## src/rtl/whw_pkg.sv

```systemverilog
// Shared types, constants and helpers for the worker heartbeat watchdog.
// Used by whw_ctrl, whw_dp and the top level worker_heartbeat_watchdog.
package whw_pkg;

    // Sizing of the watchdog bank
    localparam int NUM_WORKERS = 16;
    localparam int TIME_BITS   = 32;
    localparam int SLOT_W      = (NUM_WORKERS > 1) ? $clog2(NUM_WORKERS) : 1;
    localparam int COUNT_W     = $clog2(NUM_WORKERS + 1);

    // Fixed field widths of the request and result words
    localparam int REQ_W       = 3;
    localparam int WORKER_W    = 4;
    localparam int GRACE_W     = 30;
    localparam int OUT_CNT_W   = 5;

    // Request codes
    typedef enum logic [REQ_W-1:0] {
        REQ_TICK   = 3'd0,
        REQ_ADD    = 3'd1,
        REQ_REMOVE = 3'd2,
        REQ_ARM    = 3'd3,
        REQ_DISARM = 3'd4,
        REQ_CHECK  = 3'd5,
        REQ_INJECT = 3'd6,
        REQ_NOP    = 3'd7
    } req_t;

    // Controller states
    typedef enum logic [1:0] {
        ST_IDLE,
        ST_EXEC,
        ST_SCAN,
        ST_DONE
    } ctrl_state_t;

    // Commands from controller to datapath
    typedef struct packed {
        logic load;        // capture an incoming request word
        logic exec;        // carry out a request other than a health check
        logic scan_start;  // open a health check
        logic scan_step;   // examine one slot of the health check
        logic out_load;    // move the result into the output register
    } dp_cmd_t;

    // Status from datapath to controller
    typedef struct packed {
        logic is_check;    // captured request is a health check
        logic scan_last;   // scan is at the final slot
        logic fatal;       // sticky fatal flag
    } dp_stat_t;

    // True when a is strictly later than b in wrapping time
    function automatic logic later(input logic [TIME_BITS-1:0] a,
                                   input logic [TIME_BITS-1:0] b);
        logic [TIME_BITS-1:0] d;
        d = a - b;
        return (d != '0) && !d[TIME_BITS-1];
    endfunction

endpackage

```

## src/rtl/whw_ctrl.sv

```systemverilog
// Sequencer for the worker heartbeat watchdog: handshakes and step order.
// Depends on whw_pkg; drives the command struct of whw_dp.
module whw_ctrl
    import whw_pkg::*;
(
    input  logic     clk,
    input  logic     rst_n,
    input  logic     in_valid,
    output logic     in_stall,
    output logic     out_valid,
    input  logic     out_stall,
    output dp_cmd_t  cmd,
    input  dp_stat_t stat
);

    ctrl_state_t state_reg;
    ctrl_state_t state_next;
    logic        out_valid_reg;
    logic        out_valid_next;

    // Hold state and output valid
    always_ff @(posedge clk or negedge rst_n)
    begin
        if (!rst_n)
        begin
            state_reg     <= ST_IDLE;
            out_valid_reg <= 1'b0;
        end
        else
        begin
            state_reg     <= state_next;
            out_valid_reg <= out_valid_next;
        end
    end

    // Advance through the steps of one request
    always_comb
    begin
        state_next     = state_reg;
        cmd            = '0;
        in_stall       = 1'b1;
        out_valid_next = out_valid_reg && out_stall;
        unique case (state_reg)
            ST_IDLE:
            begin
                in_stall = 1'b0;
                if (in_valid)
                begin
                    cmd.load   = 1'b1;
                    state_next = ST_EXEC;
                end
            end
            ST_EXEC:
            begin
                if (stat.is_check)
                begin
                    cmd.scan_start = 1'b1;
                    state_next     = ST_SCAN;
                end
                else
                begin
                    cmd.exec   = 1'b1;
                    state_next = ST_DONE;
                end
            end
            ST_SCAN:
            begin
                cmd.scan_step = 1'b1;
                if (stat.scan_last)
                begin
                    state_next = ST_DONE;
                end
            end
            ST_DONE:
            begin
                // Hand the word over once the output register is free
                if (!out_valid_reg || !out_stall)
                begin
                    cmd.out_load   = 1'b1;
                    out_valid_next = 1'b1;
                    state_next     = ST_IDLE;
                end
            end
        endcase
    end

    assign out_valid = out_valid_reg;

endmodule

```

## src/rtl/whw_dp.sv

```systemverilog
// Datapath of the worker heartbeat watchdog: time base, slot bank, scan
// counters and the output word register. Depends on whw_pkg.
module whw_dp
    import whw_pkg::*;
(
    input  logic                 clk,
    input  logic                 rst_n,
    input  logic [REQ_W-1:0]     req_type,
    input  logic [WORKER_W-1:0]  worker,
    input  logic [GRACE_W-1:0]   grace_ticks,
    input  logic [GRACE_W-1:0]   suicide_ticks,
    input  dp_cmd_t              cmd,
    output dp_stat_t             stat,
    output logic                 healthy,
    output logic [OUT_CNT_W-1:0] unhealthy_count,
    output logic [OUT_CNT_W-1:0] total_count,
    output logic                 fatal,
    output logic [WORKER_W-1:0]  fatal_worker,
    output logic                 status
);

    // Captured request word
    req_t                 req_reg;
    logic [WORKER_W-1:0]  worker_reg;
    logic [GRACE_W-1:0]   grace_reg;
    logic [GRACE_W-1:0]   suicide_reg;

    // Watchdog state
    logic [TIME_BITS-1:0]   now_reg, now_next;
    logic [NUM_WORKERS-1:0] active_reg, active_next;
    logic [NUM_WORKERS-1:0] soft_arm_reg, soft_arm_next;
    logic [NUM_WORKERS-1:0] hard_arm_reg, hard_arm_next;
    logic [TIME_BITS-1:0]   soft_dl_reg [NUM_WORKERS];
    logic [TIME_BITS-1:0]   hard_dl_reg [NUM_WORKERS];
    logic                   soft_we;
    logic                   hard_we;
    logic [TIME_BITS-1:0]   inject_until_reg, inject_until_next;
    logic                   inject_arm_reg, inject_arm_next;
    logic                   last_healthy_reg, last_healthy_next;
    logic [COUNT_W-1:0]     last_bad_reg, last_bad_next;
    logic [COUNT_W-1:0]     last_total_reg, last_total_next;
    logic                   fatal_reg, fatal_next;
    logic [WORKER_W-1:0]    fatal_slot_reg, fatal_slot_next;
    logic                   status_reg, status_next;

    // Scan working registers
    logic                   ok_reg, ok_next;
    logic [COUNT_W-1:0]     bad_reg, bad_next;
    logic [COUNT_W-1:0]     total_reg, total_next;
    logic [SLOT_W-1:0]      idx_reg, idx_next;

    // Output word register
    logic                   healthy_reg;
    logic [OUT_CNT_W-1:0]   unhealthy_out_reg;
    logic [OUT_CNT_W-1:0]   total_out_reg;
    logic                   fatal_out_reg;
    logic [WORKER_W-1:0]    fatal_worker_out_reg;
    logic                   status_out_reg;

    // Shared slot lookup
    logic [SLOT_W-1:0]      slot;
    logic                   slot_ok;
    logic                   slot_act;
    logic [SLOT_W-1:0]      rd_idx;
    logic                   hard_hit;
    logic                   soft_hit;
    logic [TIME_BITS-1:0]   soft_sum;
    logic [TIME_BITS-1:0]   hard_sum;
    logic                   scan_last;

    assign slot      = SLOT_W'(worker_reg);
    assign slot_ok   = int'(worker_reg) < NUM_WORKERS;
    assign slot_act  = slot_ok && active_reg[slot];
    assign rd_idx    = cmd.scan_step ? idx_reg : slot;
    assign hard_hit  = hard_arm_reg[rd_idx] && later(now_reg, hard_dl_reg[rd_idx]);
    assign soft_hit  = soft_arm_reg[rd_idx] && later(now_reg, soft_dl_reg[rd_idx]);
    assign soft_sum  = now_reg + TIME_BITS'(grace_reg);
    assign hard_sum  = now_reg + TIME_BITS'(suicide_reg);
    assign scan_last = idx_reg == SLOT_W'(NUM_WORKERS - 1);

    // Work out the next state for the current command
    always_comb
    begin
        now_next          = now_reg;
        active_next       = active_reg;
        soft_arm_next     = soft_arm_reg;
        hard_arm_next     = hard_arm_reg;
        soft_we           = 1'b0;
        hard_we           = 1'b0;
        inject_until_next = inject_until_reg;
        inject_arm_next   = inject_arm_reg;
        last_healthy_next = last_healthy_reg;
        last_bad_next     = last_bad_reg;
        last_total_next   = last_total_reg;
        fatal_next        = fatal_reg;
        fatal_slot_next   = fatal_slot_reg;
        status_next       = status_reg;
        ok_next           = ok_reg;
        bad_next          = bad_reg;
        total_next        = total_reg;
        idx_next          = idx_reg;

        // Requests other than a health check
        if (cmd.exec)
        begin
            status_next = 1'b0;
            unique case (req_reg)
                REQ_TICK:
                begin
                    now_next = now_reg + TIME_BITS'(1);
                end
                REQ_ADD:
                begin
                    if (!slot_ok || slot_act)
                    begin
                        status_next = 1'b1;
                    end
                    else
                    begin
                        active_next[slot]   = 1'b1;
                        soft_arm_next[slot] = 1'b0;
                        hard_arm_next[slot] = 1'b0;
                    end
                end
                REQ_REMOVE:
                begin
                    if (!slot_act)
                    begin
                        status_next = 1'b1;
                    end
                    else
                    begin
                        active_next[slot]   = 1'b0;
                        soft_arm_next[slot] = 1'b0;
                        hard_arm_next[slot] = 1'b0;
                    end
                end
                REQ_ARM:
                begin
                    if (!slot_act)
                    begin
                        status_next = 1'b1;
                    end
                    else
                    begin
                        if (hard_hit && !fatal_reg)
                        begin
                            fatal_next      = 1'b1;
                            fatal_slot_next = WORKER_W'(rd_idx);
                        end
                        soft_we             = 1'b1;
                        soft_arm_next[slot] = 1'b1;
                        hard_we             = suicide_reg != '0;
                        hard_arm_next[slot] = suicide_reg != '0;
                    end
                end
                REQ_DISARM:
                begin
                    if (!slot_act)
                    begin
                        status_next = 1'b1;
                    end
                    else
                    begin
                        if (hard_hit && !fatal_reg)
                        begin
                            fatal_next      = 1'b1;
                            fatal_slot_next = WORKER_W'(rd_idx);
                        end
                        soft_arm_next[slot] = 1'b0;
                        hard_arm_next[slot] = 1'b0;
                    end
                end
                REQ_INJECT:
                begin
                    if (grace_reg != '0)
                    begin
                        inject_until_next = soft_sum;
                        inject_arm_next   = 1'b1;
                    end
                end
                REQ_CHECK,
                REQ_NOP:
                begin
                end
            endcase
        end

        // Open a health check: judge the pending injection, clear counters
        if (cmd.scan_start)
        begin
            status_next = 1'b0;
            ok_next     = 1'b1;
            bad_next    = '0;
            total_next  = '0;
            idx_next    = '0;
            if (inject_arm_reg)
            begin
                if (later(inject_until_reg, now_reg))
                begin
                    ok_next = 1'b0;
                end
                else
                begin
                    inject_arm_next = 1'b0;
                end
            end
        end

        // Examine one slot; lowest slot latches fatal first
        if (cmd.scan_step)
        begin
            if (active_reg[idx_reg])
            begin
                if (soft_hit)
                begin
                    ok_next  = 1'b0;
                    bad_next = bad_reg + COUNT_W'(1);
                end
                if (hard_hit && !fatal_reg)
                begin
                    fatal_next      = 1'b1;
                    fatal_slot_next = WORKER_W'(idx_reg);
                end
                total_next = total_reg + COUNT_W'(1);
            end
            idx_next = idx_reg + SLOT_W'(1);
            if (scan_last)
            begin
                last_healthy_next = ok_next;
                last_bad_next     = bad_next;
                last_total_next   = total_next;
            end
        end
    end

    // Hold control and watchdog state
    always_ff @(posedge clk or negedge rst_n)
    begin
        if (!rst_n)
        begin
            now_reg          <= '0;
            active_reg       <= '0;
            soft_arm_reg     <= '0;
            hard_arm_reg     <= '0;
            inject_until_reg <= '0;
            inject_arm_reg   <= 1'b0;
            last_healthy_reg <= 1'b1;
            last_bad_reg     <= '0;
            last_total_reg   <= '0;
            fatal_reg        <= 1'b0;
            fatal_slot_reg   <= '0;
            status_reg       <= 1'b0;
            ok_reg           <= 1'b1;
            bad_reg          <= '0;
            total_reg        <= '0;
            idx_reg          <= '0;
        end
        else
        begin
            now_reg          <= now_next;
            active_reg       <= active_next;
            soft_arm_reg     <= soft_arm_next;
            hard_arm_reg     <= hard_arm_next;
            inject_until_reg <= inject_until_next;
            inject_arm_reg   <= inject_arm_next;
            last_healthy_reg <= last_healthy_next;
            last_bad_reg     <= last_bad_next;
            last_total_reg   <= last_total_next;
            fatal_reg        <= fatal_next;
            fatal_slot_reg   <= fatal_slot_next;
            status_reg       <= status_next;
            ok_reg           <= ok_next;
            bad_reg          <= bad_next;
            total_reg        <= total_next;
            idx_reg          <= idx_next;
        end
    end

    // Capture the request word and write deadlines
    always_ff @(posedge clk)
    begin
        if (cmd.load)
        begin
            req_reg     <= req_t'(req_type);
            worker_reg  <= worker;
            grace_reg   <= grace_ticks;
            suicide_reg <= suicide_ticks;
        end
        if (soft_we)
        begin
            soft_dl_reg[slot] <= soft_sum;
        end
        if (hard_we)
        begin
            hard_dl_reg[slot] <= hard_sum;
        end
    end

    // Load the output word
    always_ff @(posedge clk)
    begin
        if (cmd.out_load)
        begin
            healthy_reg          <= last_healthy_reg;
            unhealthy_out_reg    <= OUT_CNT_W'(last_bad_reg);
            total_out_reg        <= OUT_CNT_W'(last_total_reg);
            fatal_out_reg        <= fatal_reg;
            fatal_worker_out_reg <= fatal_slot_reg;
            status_out_reg       <= status_reg;
        end
    end

    assign stat.is_check   = req_reg == REQ_CHECK;
    assign stat.scan_last  = scan_last;
    assign stat.fatal      = fatal_reg;

    assign healthy         = healthy_reg;
    assign unhealthy_count = unhealthy_out_reg;
    assign total_count     = total_out_reg;
    assign fatal           = fatal_out_reg;
    assign fatal_worker    = fatal_worker_out_reg;
    assign status          = status_out_reg;

endmodule

```

## src/rtl/worker_heartbeat_watchdog.sv

```systemverilog
// Tick, add, remove, arm, disarm and inject take the exec step on their way to the result;
// a health check instead walks the 16 slots one a cycle through a shared slot lookup with
// its soft and hard deadline compares. One word is in flight at a time: no new word is
// taken before the last one's result has been loaded into the output register.
// Reset (rst_n, async, active low) clears time, slot flags, injection, fatal and the
// last check results; deadline stores are left as is and read only while armed.
module worker_heartbeat_watchdog
    import whw_pkg::*;
(
    input  logic                 clk,
    input  logic                 rst_n,
    input  logic                 in_valid,
    output logic                 in_stall,
    input  logic [REQ_W-1:0]     req_type,
    input  logic [WORKER_W-1:0]  worker,
    input  logic [GRACE_W-1:0]   grace_ticks,
    input  logic [GRACE_W-1:0]   suicide_ticks,
    output logic                 out_valid,
    input  logic                 out_stall,
    output logic                 healthy,
    output logic [OUT_CNT_W-1:0] unhealthy_count,
    output logic [OUT_CNT_W-1:0] total_count,
    output logic                 fatal,
    output logic [WORKER_W-1:0]  fatal_worker,
    output logic                 status
);

    dp_cmd_t  cmd;
    dp_stat_t stat;

    // Sequencer
    whw_ctrl u_ctrl (
        .clk       (clk),
        .rst_n     (rst_n),
        .in_valid  (in_valid),
        .in_stall  (in_stall),
        .out_valid (out_valid),
        .out_stall (out_stall),
        .cmd       (cmd),
        .stat      (stat)
    );

    // Datapath
    whw_dp u_dp (
        .clk             (clk),
        .rst_n           (rst_n),
        .req_type        (req_type),
        .worker          (worker),
        .grace_ticks     (grace_ticks),
        .suicide_ticks   (suicide_ticks),
        .cmd             (cmd),
        .stat            (stat),
        .healthy         (healthy),
        .unhealthy_count (unhealthy_count),
        .total_count     (total_count),
        .fatal           (fatal),
        .fatal_worker    (fatal_worker),
        .status          (status)
    );

    // Fatal flag never drops once latched
    a_fatal_sticky: assert property (@(posedge clk) disable iff (!rst_n)
        stat.fatal |=> stat.fatal)
        else $error("fatal flag dropped");

    // An accepted word keeps the input side busy in the next cycle
    a_busy_after_accept: assert property (@(posedge clk) disable iff (!rst_n)
        (in_valid && !in_stall) |=> in_stall)
        else $error("input taken while a word is in progress");

    // Soft expiries never exceed active slots and always mean unhealthy
    a_counts_consistent: assert property (@(posedge clk) disable iff (!rst_n)
        out_valid |-> (unhealthy_count <= total_count) &&
                      ((unhealthy_count == '0) || !healthy))
        else $error("health check counts inconsistent");

    // Fatal slot stays zero while no fatal is latched
    a_fatal_slot_clear: assert property (@(posedge clk) disable iff (!rst_n)
        (out_valid && !fatal) |-> (fatal_worker == '0))
        else $error("fatal slot set without fatal");

endmodule

```

## config.mk

```make
export PLATFORM = sky130hd
export DESIGN_NAME = worker_heartbeat_watchdog
export DESIGN_NICKNAME = d
export VERILOG_FILES = /design/src/rtl/whw_pkg.sv /design/src/rtl/whw_ctrl.sv /design/src/rtl/whw_dp.sv /design/src/rtl/worker_heartbeat_watchdog.sv
export SDC_FILE = /design/constraint.sdc
export NUM_CORES = 2
export LEC_CHECK = 0
export BUFFER_PORTS_ARGS = -buffer_cell sky130_fd_sc_hd__buf_2
export CAP_MARGIN = 5
export CORE_UTILIZATION = 39
export CTS_CLUSTER_SIZE = 16
export DETAILED_ROUTE_END_ITERATION = 6
export PLACE_DENSITY_LB_ADDON = 0.2
export SLEW_MARGIN = 20
export SYNTH_ARGS = -nofsm -noshare
export SYNTH_HDL_FRONTEND = slang
export SYNTH_HIERARCHICAL = 1
export SYNTH_SLANG_ARGS = --single-unit
```

## constraint.sdc

```tcl
create_clock -name clk -period 8.5 [get_ports clk]
set_clock_uncertainty 0.1 [all_clocks]
set_input_delay 0.85 -clock clk [delete_from_list [all_inputs] [get_ports clk]]
set_output_delay 0.85 -clock clk [all_outputs]
set_load 0.005 [all_outputs]
```

* Yosys cells after proc, flatten, opt, wreduce, memory -nomap -nowiden *
Memories as Yosys holds them, arrays and structs flattened.
Index checks and enable logic that the tools add are counted.

storage, ports and cells
  register bits after elaboration = 232
  latch bits = 0
  RAM bits = 1024
  bits in read-only memories = 0
  word-level logic and storage cells = 189
  memories = 2

cells by class
  $add $sub $neg = 9
  $mul = 0
  divide/modulo/power cells = 0
  $lt $le $gt $ge = 4
  eq/ne operators = 17
  shifts and indexed selects = 0
  multiplexer cells = 88
  bitwise operators = 6
  reductions and logical operators = 35

memory list
  name              words  bits a word  read ports  clocked after Yosys merged registers in  wr ports  line          source
  u_dp.hard_dl_reg  16     32           1           0                                        1         whw_dp.sv:34  logic [TIME_BITS-1:0] hard_dl_reg [NUM_WORKERS];
  u_dp.soft_dl_reg  16     32           1           0                                        1         whw_dp.sv:33  logic [TIME_BITS-1:0] soft_dl_reg [NUM_WORKERS];

operator list
  kind                                                                   count
  16-bit two-way mux                                                     8
  16-bit case mux with 3 select lines                                    2
  32-bit nonzero test                                                    3
  32-bit subtractor                                                      3
  32-bit by 30-bit adder with 32-bit output                              2
  30-bit nonzero test                                                    2
  16-bit AND                                                             3
  1-bit two-way mux                                                      48
  4-bit two-way mux                                                      10
  5-bit two-way mux                                                      7
  32-bit by 1-bit adder with 32-bit output (second input constant)       1
  16-bit OR                                                              2
  16-bit case mux with 2 select lines                                    1
  1-bit binary-select mux with 4-bit select                              4
  16-bit bitwise mux                                                     1
  16-bit inverter                                                        1
  4-bit by 5-bit < comparator with 1-bit output (second input constant)  3
  5-bit by 1-bit adder with 5-bit output (second input constant)         2
  2-bit by 1-bit != test with 1-bit output (second input constant)       5
  3-bit == test (second input constant)                                  3
  1-bit logical AND                                                      8
  2-bit two-way mux                                                      4
  2-bit case mux with 4 select lines                                     1
  3-bit by 2-bit == test with 1-bit output (second input constant)       2
  other kinds (21)                                                       33

* Depth between registers and ports, before layout *
An unclocked memory read counts as a cell.

  depth after elaboration = 16
  gate-level depth with buffers = 25
  gate-level depth less buffers = 21

* Hierarchy *
Netlist, hierarchy kept.

modules (own cells, without submodules)
  module    times used  cells an instance  area an instance (um^2)
  whw_dp    1           3943               57516.4
  whw_ctrl  1           24                 251.5

* Worst setup path before layout *
No wires, ideal clock.

  kind = reg2reg
  from = reg u_ctrl.state_reg[0]
  to = reg u_dp.bad_reg[1]
  library setup time = 128 ps
  arrival time = 6174 ps
  required time = 8272 ps
  setup slack = 2098 ps
  cell stages (with the launch flop) = 25
  buffers on the path = 5
  clock period less this slack = 6402 ps
  path through = dfrtp_1 -> inv_1 -> ha_1 -> buf_2 -> mux2_2 -> buf_1 -> clkbuf_1 -> buf_1 -> mux4_2 -> nand2_1 -> a31oi_1 -> ha_1 -> fa_1 -> and2b_1 -> o21bai_1 -> a311o_1 -> a211oi_1 -> o21ai_1 -> mux2i_1 -> a2111oi_0 -> nand4_1 -> o311ai_1 -> or2_1 -> buf_2 -> mux2_1

RTL lines
  item                      line            source
  start: declaration        whw_ctrl.sv:16  ctrl_state_t state_reg;
  start signal: assignment  whw_ctrl.sv:31  state_reg <= state_next;
  end signal: assignment    whw_dp.sv:274   bad_reg <= bad_next;
  end: declaration          whw_dp.sv:48    logic [COUNT_W-1:0] bad_reg, bad_next;

==> impl_metrics.json <==
{
  "tightestPinTransition_ps": 1070,
  "setup.worst_path.end_class": "flop",
  "peakVddDrop_v": 0.000227,
  "crit_type": "reg2reg",
  "finalCritPeriodShare": 0.861,
  "pwr-share-clk": 0.294,
  "final_core_util": 0.449,
  "grt_max_degree": 83,
  "first_global_vias": 34600,
  "synth-warning-count": 6,
  "crit_fanout": 42,
  "drc": 0,
  "die_w_um": 387,
  "syn-cell-area_um2": 57800,
  "period_minus_slack_ps": 7320,
  "syn_inst": 3966,
  "clock-sinks": 1256,
  "timing.slew.headroom": 0.279,
  "grt_usage": 0.213,
  "cts-buffers-inserted": 136,
  "grt_pass1_wl_mm": 235,
  "post-cts-setup-buffer-count": 0,
  "required_ps": 9090,
  "switchingPower_mw": 6.68,
  "wl_mm": 160,
  "pwr-share-comb": 0.331,
  "placed_area_um2": 61200,
  "fillers": 12800,
  "drt_pass1_iterations": 6,
  "io_buffers": 89,
  "worst_slack_ps": 1180,
  "place_hpwl_mm": 98.7,
  "cts_tree": "yes",
  "ioPinCount": 90,
  "status": "complete, no violations",
  "root_buffer": "clkbuf_16",
  "drtIter0Drc": 3208,
  "avgSynthCellArea_um2": 14.6,
  "cts_max_level": 4,
  "power_density_nw_per_um2": 302,
  "core_um2": 146000,
  "wl_per_cell_um": 26.1,
  "arrival_ps": 7910,
  "cp-start-kind": "flop",
  "grt-ovfl-total": 0,
  "num_antenna_cells": 0,
  "gp_congestion": 0.921,
  "die_h_um": 387,
  "seq_power_share": 0.376,
  "maxSlewViolCount": 0,
  "swShare": 0.336,
  "fin_setup_tns_ps": 0,
  "setup_viol": 0,
  "p_leak_nw": 23.2,
  "ctsResizeCount": 0,
  "dp_slack_ps": 1280,
  "power.total_mw": 19.9,
  "die_area_um2": 150000,
  "hold_violations": 0,
  "initial_utilization": 0.395,
  "synth_fp_nets": 4204,
  "vias_per_cell": 5.74,
  "via_count": 35200,
  "hold_path.class": "in2async",
  "drive_above_1_share": 0.197,
  "finalNetCount": 4347,
  "hold_buffers": 0,
  "syn_to_final_growth_pct": 13.7,
  "antenna_found_initial": 4,
  "max_freq_mhz": 137,
  "clk_path_buf_depth": 3,
  "clock_latency_ps": 770,
  "clk_pin_slew_ps": 60,
  "drv_cap": 0,
  "rows": 140,
  "rsz0062_at_grt": "no",
  "final_area_um2": 65700,
  "ant_nets": 0,
  "intPower_mw": 13.2
}
==> worst max-delay path, cell delays in order, from the launching register on <==
cell,delay [ps]
dfrtp_1,400
inv_1,150
ha_1,160
buf_4,270
mux2_8,610
buf_4,660
mux4_2,580
nand2_1,90
nand3_1,90
nand2_1,190
ha_1,260
a21oi_1,100
o21ai_0,570
o211ai_1,190
a22oi_1,620
a311o_1,310
nand3_1,80
a2111oi_0,700
o2111ai_1,530
nand4b_1,340
o2bb2ai_1,150
==> layout make-up <==
cell class / instances / area (um^2) / share of cell area
clock buffers: 182 / 3760 / 0.0573
repair buffers: 187 / 1300 / 0.0198
inverters: 88 / 330 / 0.00503
clock inverters: 67 / 639 / 0.00973
multi-input cells: 2440 / 20300 / 0.309
well taps: 1917 / 2400 / 0.0365
flip-flops and latches: 1256 / 37000 / 0.563
==> placed cells by master (no fill, tap or decap), drive strengths merged, types with 11 or more instances in the layout <==
cell type	count
nor4	36
and2	21
buf	187
o21ai	92
a21o	73
nand2	542
nor2b	31
a2111oi	13
nor3	61
ha	162
edfxtp	1108
clkbuf	182
nor2	151
o31ai	15
a31oi	32
o21a	21
inv	90
mux2	78
dfrtp	146
or2	15
o211ai	26
mux4	261
a211oi	13
mux2i	33
nand4	36
and3	32
clkinv	52
nand3b	11
o2111ai	12
xnor2	87
a21oi	146
a311oi	15
nand2b	34
xor2	37
nand3	196
o21bai	17
==> stage by stage <==
step	cells	hold WS [ps]
global placement	5888	331
global route	6137	59.6
floorplan	3966	319
CTS	6137	21.8
detailed placement	5888	332
finish	6137	18.6
==> per-layer routing <==
metal  part of all wire  up-vias  GRT usage  routed length (um)
li1                   -    15700          -                   -
met1               0.46    18300      0.308               73700
met2               0.47      963      0.337               74600
met3              0.049      216     0.0306                7810
met4              0.025        0     0.0593                3960
met5                  0        -          0                   0
==> final timing paths <==
path | startpoint | endpoint | slack, ps | depth (start not counted)
worst max-delay path | u_ctrl/state_reg[0] | u_dp/fatal_slot_reg[0] | 1180 | 20
worst min-delay path | rst_n | u_dp/fatal_slot_reg[0] | 20 | 1
worst max register to register | u_ctrl/state_reg[0] | u_dp/fatal_slot_reg[0] | 1180 | 20
worst min register to register | u_dp/last_total_reg[2] | u_dp/total_count[2] | 350 | 0
max in group asynchronous | rst_n | u_dp/now_reg[5] | 6790 | 2
min in group clk | grace_ticks[3] | u_dp/grace_reg[3] | 150 | 1
==> power groups by stage <==
| stage | Clock, mW | Sequential (mW) | Combinational (mW) |
|---|---|---|---|
| after global placement | 0 | 7.59 | 6.52 |
| after floorplan | 0 | 7.44 | 4.63 |
| final | 5.84 | 7.46 | 6.57 |
| after global routing | 6.19 | 7.48 | 7.18 |
| after CTS | 5.96 | 7.47 | 6.57 |
| after detailed placement | 0 | 7.59 | 6.55 |
No activity file was read; power rests on OpenSTA's default activity.
